==> config.mk <==
export PLATFORM = sky130hd
export DESIGN_NAME = lz_token_bit_packer
export DESIGN_NICKNAME = d
export VERILOG_FILES = /design/src/sv/lz_tbp_pkg.sv /design/src/sv/lz_tbp_pack.sv /design/src/sv/lz_tbp_emit.sv /design/src/sv/lz_token_bit_packer.sv
export SDC_FILE = /design/constraint.sdc
export NUM_CORES = 1
export LEC_CHECK = 0
export ABC_AREA = 1
export BUFFER_PORTS_ARGS = -buffer_cell sky130_fd_sc_hd__buf_2
export CAP_MARGIN = 20
export CORE_ASPECT_RATIO = 0.7
export CORE_MARGIN = 1
export CORE_UTILIZATION = 45
export CTS_CLUSTER_DIAMETER = 40
export CTS_CLUSTER_SIZE = 24
export DETAILED_ROUTE_END_ITERATION = 6
export PLACE_DENSITY = 0.72
export SYNTH_ARGS = -nofsm -noshare
export SYNTH_HDL_FRONTEND = slang
export SYNTH_SLANG_ARGS = --single-unit
==> constraint.sdc <==
create_clock -name clk -period 4.7 [get_ports clk]
set_input_delay 0.235 -clock clk [delete_from_list [all_inputs] [get_ports clk]]
set_output_delay 0.235 -clock clk [all_outputs]
set_load 0.01 [all_outputs]
==> src/sv/lz_tbp_pkg.sv <==
`timescale 1ns / 1ps
package lz_tbp_pkg;

    localparam int ACTION_W   = 3;
    localparam int MLEN_W     = 5;
    localparam int MOFS_W     = 14;
    localparam int LCNT_W     = 5;
    localparam int BYTE_W     = 8;
    localparam int OFS_WID_W  = 4;
    localparam int LEN_WID_W  = 3;
    localparam int CNT_WID_W  = 3;
    localparam int CFG_IDX_W  = 2;
    localparam int CFG_DATA_W = 4;

    typedef enum logic [ACTION_W-1:0] {
        ACT_START   = 3'd0,
        ACT_MATCH   = 3'd1,
        ACT_RUN     = 3'd2,
        ACT_LITERAL = 3'd3,
        ACT_END     = 3'd4
    } action_t;

    localparam logic [CFG_IDX_W-1:0] CFG_OFFSET_WIDTH = 2'd0;
    localparam logic [CFG_IDX_W-1:0] CFG_LENGTH_WIDTH = 2'd1;
    localparam logic [CFG_IDX_W-1:0] CFG_COUNT_WIDTH  = 2'd2;

    localparam logic [OFS_WID_W-1:0] OFFSET_WIDTH_RST = 4'd11;
    localparam logic [LEN_WID_W-1:0] LENGTH_WIDTH_RST = 3'd4;
    localparam logic [CNT_WID_W-1:0] COUNT_WIDTH_RST  = 3'd3;

    typedef struct packed {
        logic [OFS_WID_W-1:0] offset_width;
        logic [LEN_WID_W-1:0] length_width;
        logic [CNT_WID_W-1:0] count_width;
    } tbp_cfg_t;

    typedef struct packed {
        logic load;
        logic is_end;
    } tbp_ctrl_t;

endpackage

==> src/sv/lz_tbp_pack.sv <==
`timescale 1ns / 1ps
module lz_tbp_pack #(
    parameter int OFFSET_MAX_BITS = 14,
    parameter int LENGTH_MAX_BITS = 4,
    parameter int COUNT_MAX_BITS  = 5,
    parameter int MAX_BITS        = 18,
    parameter int WORD_BYTES      = 4
) (
    input  logic                                  clk,
    input  logic                                  rst_n,
    input  lz_tbp_pkg::tbp_cfg_t                  cfg,
    input  logic                                  load,
    input  logic [lz_tbp_pkg::ACTION_W-1:0]       action,
    input  logic [lz_tbp_pkg::MLEN_W-1:0]         match_length,
    input  logic [lz_tbp_pkg::MOFS_W-1:0]         match_offset,
    input  logic [lz_tbp_pkg::LCNT_W-1:0]         literal_count,
    input  logic [lz_tbp_pkg::BYTE_W-1:0]         literal_byte,
    output logic [8*WORD_BYTES-1:0]               word,
    output logic [$clog2(WORD_BYTES+1)-1:0]       num,
    output lz_tbp_pkg::tbp_ctrl_t                 ctrl
);
    import lz_tbp_pkg::*;

    localparam int WORD_W = 8 * WORD_BYTES;
    localparam int WID_W  = $clog2(MAX_BITS + 1);
    localparam int TOT_W  = $clog2(MAX_BITS + 8);
    localparam int SH_W   = $clog2(WORD_W + 1);
    localparam int NUM_W  = $clog2(WORD_BYTES + 1);

    logic [7:0]          acc_reg;
    logic [7:0]          acc_next;
    logic [2:0]          filled_reg;
    logic [2:0]          filled_next;

    logic [WID_W-1:0]    ow;
    logic [WID_W-1:0]    lw;
    logic [WID_W-1:0]    cw;
    logic [WID_W-1:0]    w1;
    logic [WID_W-1:0]    w2;
    logic [MAX_BITS-1:0] f1;
    logic [MAX_BITS-1:0] f2;
    logic [MAX_BITS-1:0] f1_m;
    logic [MAX_BITS-1:0] f2_m;
    logic [MAX_BITS-1:0] bits;
    logic [MLEN_W-1:0]   len_m1;
    logic [TOT_W-1:0]    tot;
    logic [SH_W-1:0]     shamt;
    logic [TOT_W-4:0]    nfull;
    logic [WORD_W-1:0]   packed_word;
    logic [WORD_W-1:0]   rest_word;
    logic [WORD_W-1:0]   start_word;
    logic                is_end;
    action_t             act;

    assign ow = (32'(cfg.offset_width) > 32'(OFFSET_MAX_BITS)) ? WID_W'(OFFSET_MAX_BITS)
                                                               : WID_W'(cfg.offset_width);
    assign lw = (32'(cfg.length_width) > 32'(LENGTH_MAX_BITS)) ? WID_W'(LENGTH_MAX_BITS)
                                                               : WID_W'(cfg.length_width);
    assign cw = (32'(cfg.count_width) > 32'(COUNT_MAX_BITS)) ? WID_W'(COUNT_MAX_BITS)
                                                             : WID_W'(cfg.count_width);

    assign act    = action_t'(action);
    assign len_m1 = match_length - MLEN_W'(1);

    always_comb
    begin
        w1 = '0;
        w2 = '0;
        f1 = '0;
        f2 = '0;
        case (act)
            ACT_MATCH:
            begin
                w1 = lw;
                f1 = MAX_BITS'(len_m1);
                w2 = ow;
                f2 = MAX_BITS'(match_offset);
            end
            ACT_RUN:
            begin
                w1 = lw;
                w2 = cw;
                f2 = MAX_BITS'(literal_count);
            end
            ACT_LITERAL:
            begin
                w2 = WID_W'(BYTE_W);
                f2 = MAX_BITS'(literal_byte);
            end
            ACT_END:
            begin
                w1 = lw + cw;
            end
            default:
            begin
                w1 = '0;
            end
        endcase
    end

    assign f1_m  = f1 & ~({MAX_BITS{1'b1}} << w1);
    assign f2_m  = f2 & ~({MAX_BITS{1'b1}} << w2);
    assign bits  = (f1_m << w2) | f2_m;
    assign tot   = TOT_W'(filled_reg) + TOT_W'(w1) + TOT_W'(w2);
    assign shamt = SH_W'(WORD_W) - SH_W'(tot);
    assign nfull = tot[TOT_W-1:3];

    assign packed_word = {acc_reg, {(WORD_W-8){1'b0}}}
                       | ({{(WORD_W-MAX_BITS){1'b0}}, bits} << shamt);
    assign rest_word   = packed_word << {nfull, 3'b000};

    always_comb
    begin
        start_word = '0;
        start_word[WORD_W-1 -: 24] = {4'b0, cfg.offset_width, 5'b0, cfg.length_width,
                                      5'b0, cfg.count_width};
    end

    always_comb
    begin
        word        = packed_word;
        num         = NUM_W'(nfull);
        acc_next    = rest_word[WORD_W-1 -: 8];
        filled_next = tot[2:0];
        is_end      = 1'b0;
        case (act)
            ACT_START:
            begin
                word        = start_word;
                num         = NUM_W'(3);
                acc_next    = '0;
                filled_next = '0;
            end
            ACT_MATCH, ACT_RUN, ACT_LITERAL:
            begin
                is_end = 1'b0;
            end
            ACT_END:
            begin
                num         = NUM_W'(nfull) + NUM_W'(tot[2:0] != 3'd0);
                acc_next    = '0;
                filled_next = '0;
                is_end      = 1'b1;
            end
            default:
            begin
                num         = '0;
                acc_next    = acc_reg;
                filled_next = filled_reg;
            end
        endcase
    end

    assign ctrl.load   = load;
    assign ctrl.is_end = is_end;

    always_ff @(posedge clk or negedge rst_n)
    begin
        if (!rst_n)
        begin
            acc_reg    <= '0;
            filled_reg <= '0;
        end
        else if (load)
        begin
            acc_reg    <= acc_next;
            filled_reg <= filled_next;
        end
    end

endmodule

==> src/sv/lz_tbp_emit.sv <==
`timescale 1ns / 1ps
module lz_tbp_emit #(
    parameter int WORD_BYTES = 4
) (
    input  logic                            clk,
    input  logic                            rst_n,
    input  lz_tbp_pkg::tbp_ctrl_t           ctrl,
    input  logic [8*WORD_BYTES-1:0]         word,
    input  logic [$clog2(WORD_BYTES+1)-1:0] num,
    output logic                            take,
    output logic                            out_valid,
    input  logic                            out_ready,
    output logic [lz_tbp_pkg::BYTE_W-1:0]   packed_byte,
    output logic                            run_last,
    output logic                            stream_end
);
    import lz_tbp_pkg::*;

    localparam int WORD_W = 8 * WORD_BYTES;
    localparam int NUM_W  = $clog2(WORD_BYTES + 1);

    logic [WORD_W-1:0] word_reg;
    logic [WORD_W-1:0] word_next;
    logic [NUM_W-1:0]  cnt_reg;
    logic [NUM_W-1:0]  cnt_next;
    logic              end_reg;
    logic              end_next;
    logic              last;

    assign last        = (cnt_reg == NUM_W'(1));
    assign out_valid   = (cnt_reg != '0);
    assign take        = !out_valid || (last && out_ready);
    assign packed_byte = word_reg[WORD_W-1 -: BYTE_W];
    assign run_last    = last;
    assign stream_end  = last && end_reg;

    always_comb
    begin
        word_next = word_reg;
        cnt_next  = cnt_reg;
        end_next  = end_reg;
        if (ctrl.load)
        begin
            word_next = word;
            cnt_next  = num;
            end_next  = ctrl.is_end;
        end
        else if (out_valid && out_ready)
        begin
            word_next = word_reg << BYTE_W;
            cnt_next  = cnt_reg - NUM_W'(1);
        end
    end

    always_ff @(posedge clk or negedge rst_n)
    begin
        if (!rst_n)
        begin
            cnt_reg <= '0;
            end_reg <= 1'b0;
        end
        else
        begin
            cnt_reg <= cnt_next;
            end_reg <= end_next;
        end
    end

    always_ff @(posedge clk)
    begin
        word_reg <= word_next;
    end

endmodule

==> src/sv/lz_token_bit_packer.sv <==
// The first output byte is valid in the cycle after the request is accepted.
// Throughput: one byte per cycle while out_ready is high; the next request is
// accepted in the cycle its last byte is taken. Requests yielding no byte leave the
// output idle. Config writes are always accepted, as cfg_ready is tied high.
// Reset (async, active low): bit accumulator empty, output idle, widths 11/4/3.
`timescale 1ns / 1ps
module lz_token_bit_packer #(
    parameter int OFFSET_MAX_BITS = 14,
    parameter int LENGTH_MAX_BITS = 4,
    parameter int COUNT_MAX_BITS  = 5
) (
    input  logic                                clk,
    input  logic                                rst_n,
    input  logic                                cfg_valid,
    output logic                                cfg_ready,
    input  logic [lz_tbp_pkg::CFG_IDX_W-1:0]    cfg_index,
    input  logic [lz_tbp_pkg::CFG_DATA_W-1:0]   cfg_data,
    input  logic                                in_valid,
    output logic                                in_ready,
    input  logic [lz_tbp_pkg::ACTION_W-1:0]     action,
    input  logic [lz_tbp_pkg::MLEN_W-1:0]       match_length,
    input  logic [lz_tbp_pkg::MOFS_W-1:0]       match_offset,
    input  logic [lz_tbp_pkg::LCNT_W-1:0]       literal_count,
    input  logic [lz_tbp_pkg::BYTE_W-1:0]       literal_byte,
    output logic                                out_valid,
    input  logic                                out_ready,
    output logic [lz_tbp_pkg::BYTE_W-1:0]       packed_byte,
    output logic                                run_last,
    output logic                                stream_end
);
    import lz_tbp_pkg::*;

    localparam int MATCH_BITS = LENGTH_MAX_BITS + OFFSET_MAX_BITS;
    localparam int RUN_BITS   = LENGTH_MAX_BITS + COUNT_MAX_BITS;
    localparam int MAX_A      = (MATCH_BITS > RUN_BITS) ? MATCH_BITS : RUN_BITS;
    localparam int MAX_BITS   = (MAX_A > BYTE_W) ? MAX_A : BYTE_W;
    localparam int WORD_BYTES = (MAX_BITS + 14) / 8;
    localparam int NUM_W      = $clog2(WORD_BYTES + 1);

    tbp_cfg_t                 cfg_reg;
    tbp_ctrl_t                ctrl;
    logic [8*WORD_BYTES-1:0]  word;
    logic [NUM_W-1:0]         num;
    logic                     take;
    logic                     in_fire;

    assign cfg_ready = 1'b1;
    assign in_ready  = take;
    assign in_fire   = in_valid && take;

    always_ff @(posedge clk or negedge rst_n)
    begin
        if (!rst_n)
        begin
            cfg_reg.offset_width <= OFFSET_WIDTH_RST;
            cfg_reg.length_width <= LENGTH_WIDTH_RST;
            cfg_reg.count_width  <= COUNT_WIDTH_RST;
        end
        else if (cfg_valid)
        begin
            case (cfg_index)
                CFG_OFFSET_WIDTH: cfg_reg.offset_width <= cfg_data;
                CFG_LENGTH_WIDTH: cfg_reg.length_width <= cfg_data[LEN_WID_W-1:0];
                CFG_COUNT_WIDTH:  cfg_reg.count_width  <= cfg_data[CNT_WID_W-1:0];
                default:          cfg_reg <= cfg_reg;
            endcase
        end
    end

    lz_tbp_pack #(
        .OFFSET_MAX_BITS (OFFSET_MAX_BITS),
        .LENGTH_MAX_BITS (LENGTH_MAX_BITS),
        .COUNT_MAX_BITS  (COUNT_MAX_BITS),
        .MAX_BITS        (MAX_BITS),
        .WORD_BYTES      (WORD_BYTES)
    ) u_pack (
        .clk           (clk),
        .rst_n         (rst_n),
        .cfg           (cfg_reg),
        .load          (in_fire),
        .action        (action),
        .match_length  (match_length),
        .match_offset  (match_offset),
        .literal_count (literal_count),
        .literal_byte  (literal_byte),
        .word          (word),
        .num           (num),
        .ctrl          (ctrl)
    );

    lz_tbp_emit #(
        .WORD_BYTES (WORD_BYTES)
    ) u_emit (
        .clk         (clk),
        .rst_n       (rst_n),
        .ctrl        (ctrl),
        .word        (word),
        .num         (num),
        .take        (take),
        .out_valid   (out_valid),
        .out_ready   (out_ready),
        .packed_byte (packed_byte),
        .run_last    (run_last),
        .stream_end  (stream_end)
    );

endmodule

==> results of run 1 <==
report_power, final:
group | total, W | switching, W | internal [W]
logic | 0.00435 | 0.00276 | 0.00159
registers | 0.000868 | 0.0000790 | 0.000789
clock network | 0.000687 | 0.000234 | 0.000453
total | 0.00591 | 0.00307 | 0.00284
what timing repair did:
item,4_1_cts,5_1_grt
cloned,0,2
gates resized for setup,1,70
hold endpoints to repair,19,0
endpoints found under the setup margin,1,35
hold buffers,1,0
pin swaps,0,21
buffers inserted,0,3
per-stage QoR:
| stage | utilization | setup WS [ps] | area, µm² | total power, W |
|---|---|---|---|---|
| 2_1_floorplan | - | 116 | 5530 | 0.00350 |
| 3_3_place_gp | 0.509 | 117 | 6030 | 0.00447 |
| 3_5_place_dp | 0.509 | 6.36 | 6030 | 0.00449 |
| 4_1_cts | 0.538 | 31.7 | 6370 | 0.00521 |
| 5_1_grt | 0.566 | -74.1 | 6710 | 0.00640 |
| 6_report | 0.566 | 151 | 6710 | 0.00591 |
cells by family (layout without fill, tap and decap cells):
| family | count (synthesis) | count (layout) | synth area share |
|---|---|---|---|
| flip-flops | 57 | 57 | 0.288 |
| AND/OR/NAND/NOR | 544 | 544 | 0.433 |
| buffers and inverters | 141 | 213 | 0.122 |
| other | 1 | 1 | 0.000678 |
| adder cells (fa/ha/maj) | 20 | 20 | 0.0520 |
| multiplexers | 1 | 1 | 0.00203 |
| AO/OA/AOI/OAI | 87 | 87 | 0.0961 |
| XOR/XNOR | 4 | 4 | 0.00633 |
worst paths after layout:
| path | slack [ps] | cells after the start | to | from |
|---|---|---|---|---|
| hold / removal | 140 | 2 | cfg_reg[9] | cfg_data[3] |
| setup reg to reg | 150 | 26 | u_emit.word_reg[30] | cfg_reg[3] |
| min in group asynchronous | 470 | 2 | u_pack.filled_reg[0] | rst_n |
| hold reg to reg | 480 | 2 | u_pack.acc_reg[3] | u_pack.acc_reg[3] |
| setup / recovery | 150 | 26 | u_emit.word_reg[30] | cfg_reg[3] |
| max in group asynchronous | 3790 | 2 | u_pack.acc_reg[2] | rst_n |
cells in the mapped netlist (4+ instances only):
library cell  number  share of area
inv_2              6         0.0041
nor2_1            47          0.032
a31oi_1            5         0.0057
nand3_1          185           0.17
nand2_1          278           0.19
o211ai_1           4         0.0054
inv_1             83          0.056
xnor2_1            4         0.0063
buf_4             18          0.024
clkbuf_8           4         0.0099
o21ai_1            4         0.0036
nand4_1           15          0.017
o21ai_0           34          0.031
o22ai_1            4         0.0045
a22o_1             5         0.0079
a21oi_1           19          0.017
clkbuf_1          14         0.0095
dfrtp_1           19          0.086
nand3_2            4         0.0072
buf_2              5         0.0045
ha_1              15          0.034
dfstp_2            6          0.028
fa_1               5          0.018
edfxtp_1          32           0.17
area by class of cell:
type                    instances  share of cell area
flip-flops and latches         57               0.237
well taps                     157              0.0293
inverters                      93              0.0533
repair buffers                104               0.109
multi-input cells             657               0.522
clock buffers                  12              0.0447
clock inverters                 4             0.00410
layer usage:
| metal | vias to the layer above | share of wire |
|---|---|---|
| met3 | 16 | 0.077 |
| met4 | 0 | 0.0052 |
| met1 | 2768 | 0.50 |
| met2 | 241 | 0.41 |
| met5 | - | 0 |
| li1 | 2969 | - |
==> results.json, run 1 <==
{
  "status": "finished clean",
  "numCtsBuffers": 9,
  "maxSlewViolCount": 0,
  "io_pins": 59,
  "synth-seq-cells": 57,
  "ys_types": 52,
  "cpPeakStageDelay_ps": 630,
  "peakVddDrop_uv": 519,
  "drc": 0,
  "final_cells": 1084,
  "area_growth_syn_to_layout_pct": 21.3,
  "nFillCells": 1159,
  "use_met1": 0.418,
  "multi_input_area_um2": 3500,
  "p_per_area_nw_per_um2": 880,
  "grt_pass1_wl_mm": 27.6,
  "rows": 33,
  "critical_path.slowest_cell": "fa_2",
  "use_met3": 0.0521,
  "ys_seq_area_frac": 0.288,
  "cp_num_buf_inv": 8,
  "largest_reg_flops": 32,
  "start_util": 0.467,
  "synth_edf_count": 32,
  "crit_type": "reg2reg",
  "fin_crit_ps": 4550,
  "startpoint_type": "flip-flop",
  "grt-busiest-layer": "met2",
  "cts.clk_slew.worst_paths_ps": 60,
  "grt_pass1_vias": 5486,
  "clock_skew_ps": 8.91,
  "cts_num_sinks": 57,
  "dp_hpwl_mm": 13.2,
  "antenna_cells": 0,
  "fin_crit_sh": 0.968,
  "chipWidth_um": 135,
  "async_reset_ff_frac": 0.439,
  "layout-drive-gt1-share": 0.229,
  "worstSetupEndpointType": "flip-flop",
  "htreeDepth": 3,
  "setup_tns_ps": 0,
  "clock-root-buffer": "clkbuf_16",
  "hold_class": "in2reg",
  "crit_required_ps": 4780,
  "critPathArrivalTime_ps": 4630,
  "wl_per_cell_um": 15.7,
  "routed_via_density": 5.53,
  "dieArea_um2": 12800,
  "cts_tree": "yes",
  "syn_avg_cell_area_um2": 6.47,
  "antenna_found_initial": 0,
  "routed_wl_mm": 17.1,
  "cp_top_family": "adder cells",
  "syn-num-nets": 921,
  "final_cell_mix": "nand2_1 (264), nand3_1 (169), inv_1 (73), buf_2 (56), buf_4 (40)",
  "grt_overflow": 0,
  "drtPass1Iterations": 5,
  "leakage_nw": 3.35,
  "cts_buffer_depth": 2,
  "io_buffers": 56,
  "worst_slew_pin_slew_ps": 667,
  "setup_viol": 0,
  "ys_warn_count": 0,
  "hold_ws_ps": 142,
  "drt_iter0_markers": 659,
  "ant_nets": 0,
  "track_usage": 0.279,
  "core_area_um2": 11900,
  "netlist_instances": 855,
  "rsz0062_at_grt": "yes",
  "dp_cells": 1061,
  "drv_cap": 0,
  "synthFlopType": "edfxtp_1",
  "grt_max_degree": 39,
  "vias": 5994,
  "cpMostUsedCell": "inv_2",
  "layout_commonest_cell": "nand2_1",
  "grtUsageMet2": 0.420,
  "final_hold_viol_count": 0,
  "slew_headroom": 0.555,
  "netlist_area_um2": 5530,
  "max_freq_ghz": 0.220,
  "insertion_delay_ps": 330,
  "place_congestion": 0.984,
  "worstPathMaxFanout": 11,
  "die_h_um": 94.8,
  "register_area_um2": 1590,
  "nNetsFinal": 988
}
No activity file was read; power rests on OpenSTA's default activity.
==> run 2, diff against run 1 <==
--- a/config.mk
+++ b/config.mk
@@ -14,7 +14,7 @@
 export CTS_CLUSTER_DIAMETER = 40
 export CTS_CLUSTER_SIZE = 24
 export DETAILED_ROUTE_END_ITERATION = 6
-export PLACE_DENSITY = 0.72
+export PLACE_DENSITY = 0.62
 export SYNTH_ARGS = -nofsm -noshare
 export SYNTH_HDL_FRONTEND = slang
 export SYNTH_SLANG_ARGS = --single-unit
==> run 2 against run 1 <==
Flip-flop and latch count stayed put. Cell area fell by 1.6%. Utilization down 0.90 points. Combinational power down 6.0%. Sequential power down 0.5%. First-iteration DRC count increased by 15%. Critical path type unchanged. Largest cell class unchanged.
==> results.json, run 2 (synthesis results as in run 1) <==
{
  "fin_crit_sh": 0.956,
  "area_growth_syn_to_layout_pct": 19.4,
  "startpoint_type": "flip-flop",
  "cts_tree": "yes",
  "htreeDepth": 3,
  "grt_pass1_wl_mm": 28.6,
  "register_area_um2": 1590,
  "place_congestion": 1.00,
  "critPathArrivalTime_ps": 4570,
  "power_frac_comb": 0.733,
  "nFillCells": 1179,
  "drt_iter0_markers": 757,
  "final_cell_mix": "nand2_1 (267), nand3_1 (176), inv_1 (74), buf_2 (56), buf_4 (50)",
  "drtPass1Iterations": 5,
  "dp_cells": 1069,
  "post-place-ws_ps": -137,
  "drc": 0,
  "maxSlewViolCount": 0,
  "final_hold_viol_count": 0,
  "wl_per_cell_um": 16.4,
  "rows": 33,
  "reg2reg_slack_ps": 210,
  "worstPathMaxFanout": 11,
  "worst_slew_pin_slew_ps": 792,
  "switching_power_w": 0.00297,
  "leakage_nw": 3.33,
  "crit_type": "reg2reg",
  "worstSetupEndpointType": "flip-flop",
  "ant_nets": 0,
  "setup_tns_ps": 0,
  "antenna_found_initial": 0,
  "hold_class": "in2reg",
  "layout-drive-gt1-share": 0.218,
  "core_area_um2": 11900,
  "dp_hpwl_mm": 14.0,
  "routed_via_density": 5.57,
  "setup_slack_ps": 208,
  "status": "finished clean",
  "internal_power_w": 0.00260,
  "setup_viol": 0,
  "numCtsBuffers": 9,
  "max_freq_ghz": 0.223,
  "io_buffers": 56,
  "largest_reg_flops": 32,
  "start_util": 0.467,
  "peakVddDrop_uv": 488,
  "crit_required_ps": 4770,
  "final_cells": 1091,
  "layout_commonest_cell": "nand2_1",
  "insertion_delay_ps": 330,
  "cpPeakStageDelay_ps": 530,
  "slew_headroom": 0.470,
  "post-route-util": 0.557,
  "grt_pass1_vias": 5683,
  "chipWidth_um": 135,
  "dieArea_um2": 12800,
  "cts.clk_slew.worst_paths_ps": 50,
  "critical_path.slowest_cell": "dfstp_2",
  "grt_max_degree": 39,
  "routed_wl_mm": 17.9,
  "grt_overflow": 0,
  "cts_num_sinks": 57,
  "clock_skew_ps": 9.97,
  "cts_buffer_depth": 2,
  "p_per_area_nw_per_um2": 843,
  "cpMostUsedCell": "inv_2",
  "swShare": 0.533,
  "drv_cap": 0,
  "die_h_um": 94.8,
  "nNetsFinal": 995,
  "antenna_cells": 0,
  "clkPwrFrac": 0.112,
  "io_pins": 59,
  "seq_power_share": 0.155,
  "track_usage": 0.291,
  "multi_input_area_um2": 3450,
  "clock-root-buffer": "clkbuf_16",
  "vias": 6076,
  "fin_crit_ps": 4490
}
[run 2: cell types whose count changed in the layout (fill, tap and decap cells not counted), sizes merged]
cell	before	now
buf	101	110
clkinvlp	2	0
[run 2: power groups by stage]
stage	Clock [W]	Sequential, W	Combinational [W]
global route	0.000654	0.000886	0.00455
floorplan	0	0.000855	0.00265
finish	0.000623	0.000864	0.00409
global placement	0	0.000868	0.00363
detailed placement	0	0.000873	0.00369
CTS	0.000634	0.000866	0.00372
[run 2: path summary, 6_finish.rpt]
check,startpoint,cells after the start,end
worst max-delay path,cfg_reg[5],28,u_emit.word_reg[25]
worst min-delay path,cfg_data[3],2,cfg_reg[9]
worst max register to register,cfg_reg[5],28,u_emit.word_reg[25]
worst min register to register,u_pack.acc_reg[3],2,u_pack.acc_reg[3]
max in group asynchronous,rst_n,2,u_emit.end_reg
min in group asynchronous,rst_n,2,u_pack.acc_reg[4]
[run 2: critical path, delay by kind of cell, from the launching register on]
| family | cells | cell delay (ps) |
|---|---|---|
| buffers and inverters | 10 | 890 |
| AOI/OAI and AO/OA | 1 | 120 |
| DFF | 1 | 530 |
| xor gates and xnor gates | 1 | 160 |
| adders and majority gates | 5 | 1600 |
| and+or+nand+nor | 11 | 930 |
[run 2: layout make-up]
| class | count | area share |
|---|---|---|
| Timing Repair Buffer | 111 | 0.110 |
| Clock inverter | 2 | 0.00170 |
| Tap cell | 157 | 0.0297 |
| Clock buffer | 14 | 0.0415 |
| Sequential cell | 57 | 0.241 |
| Multi-Input combinational cell | 657 | 0.522 |
| Inverter | 93 | 0.0536 |
[run 2: stage by stage]
step / cell area [µm²] / power [W] / hold slack (ps)
floorplan: 5530 / 0.00350 / -60.6
detailed placement: 6080 / 0.00456 / 298
global placement: 6080 / 0.00450 / 285
CTS: 6380 / 0.00522 / 133
finish: 6610 / 0.00557 / 141
global route: 6610 / 0.00609 / 163
[run 2: repair_timing]
| action | in CTS | in global routing |
|---|---|---|
| hold endpoints to repair | 19 | 0 |
| buffers inserted | 0 | 4 |
| pin swaps | 0 | 19 |
| gates resized for setup | 4 | 58 |
| hold buffers | 1 | 0 |
| setup endpoints to repair | 6 | 42 |
[run 2: layer usage]
| layer | routed length (µm) | track usage | up-vias | share of wire |
|---|---|---|---|---|
| li1 | - | - | 2968 | - |
| met2 | 7700 | 0.453 | 250 | 0.43 |
| met4 | 278 | 0.0655 | 0 | 0.016 |
| met3 | 1620 | 0.0676 | 23 | 0.090 |
| met1 | 8260 | 0.409 | 2835 | 0.46 |
| met5 | 0 | 0 | - | 0 |
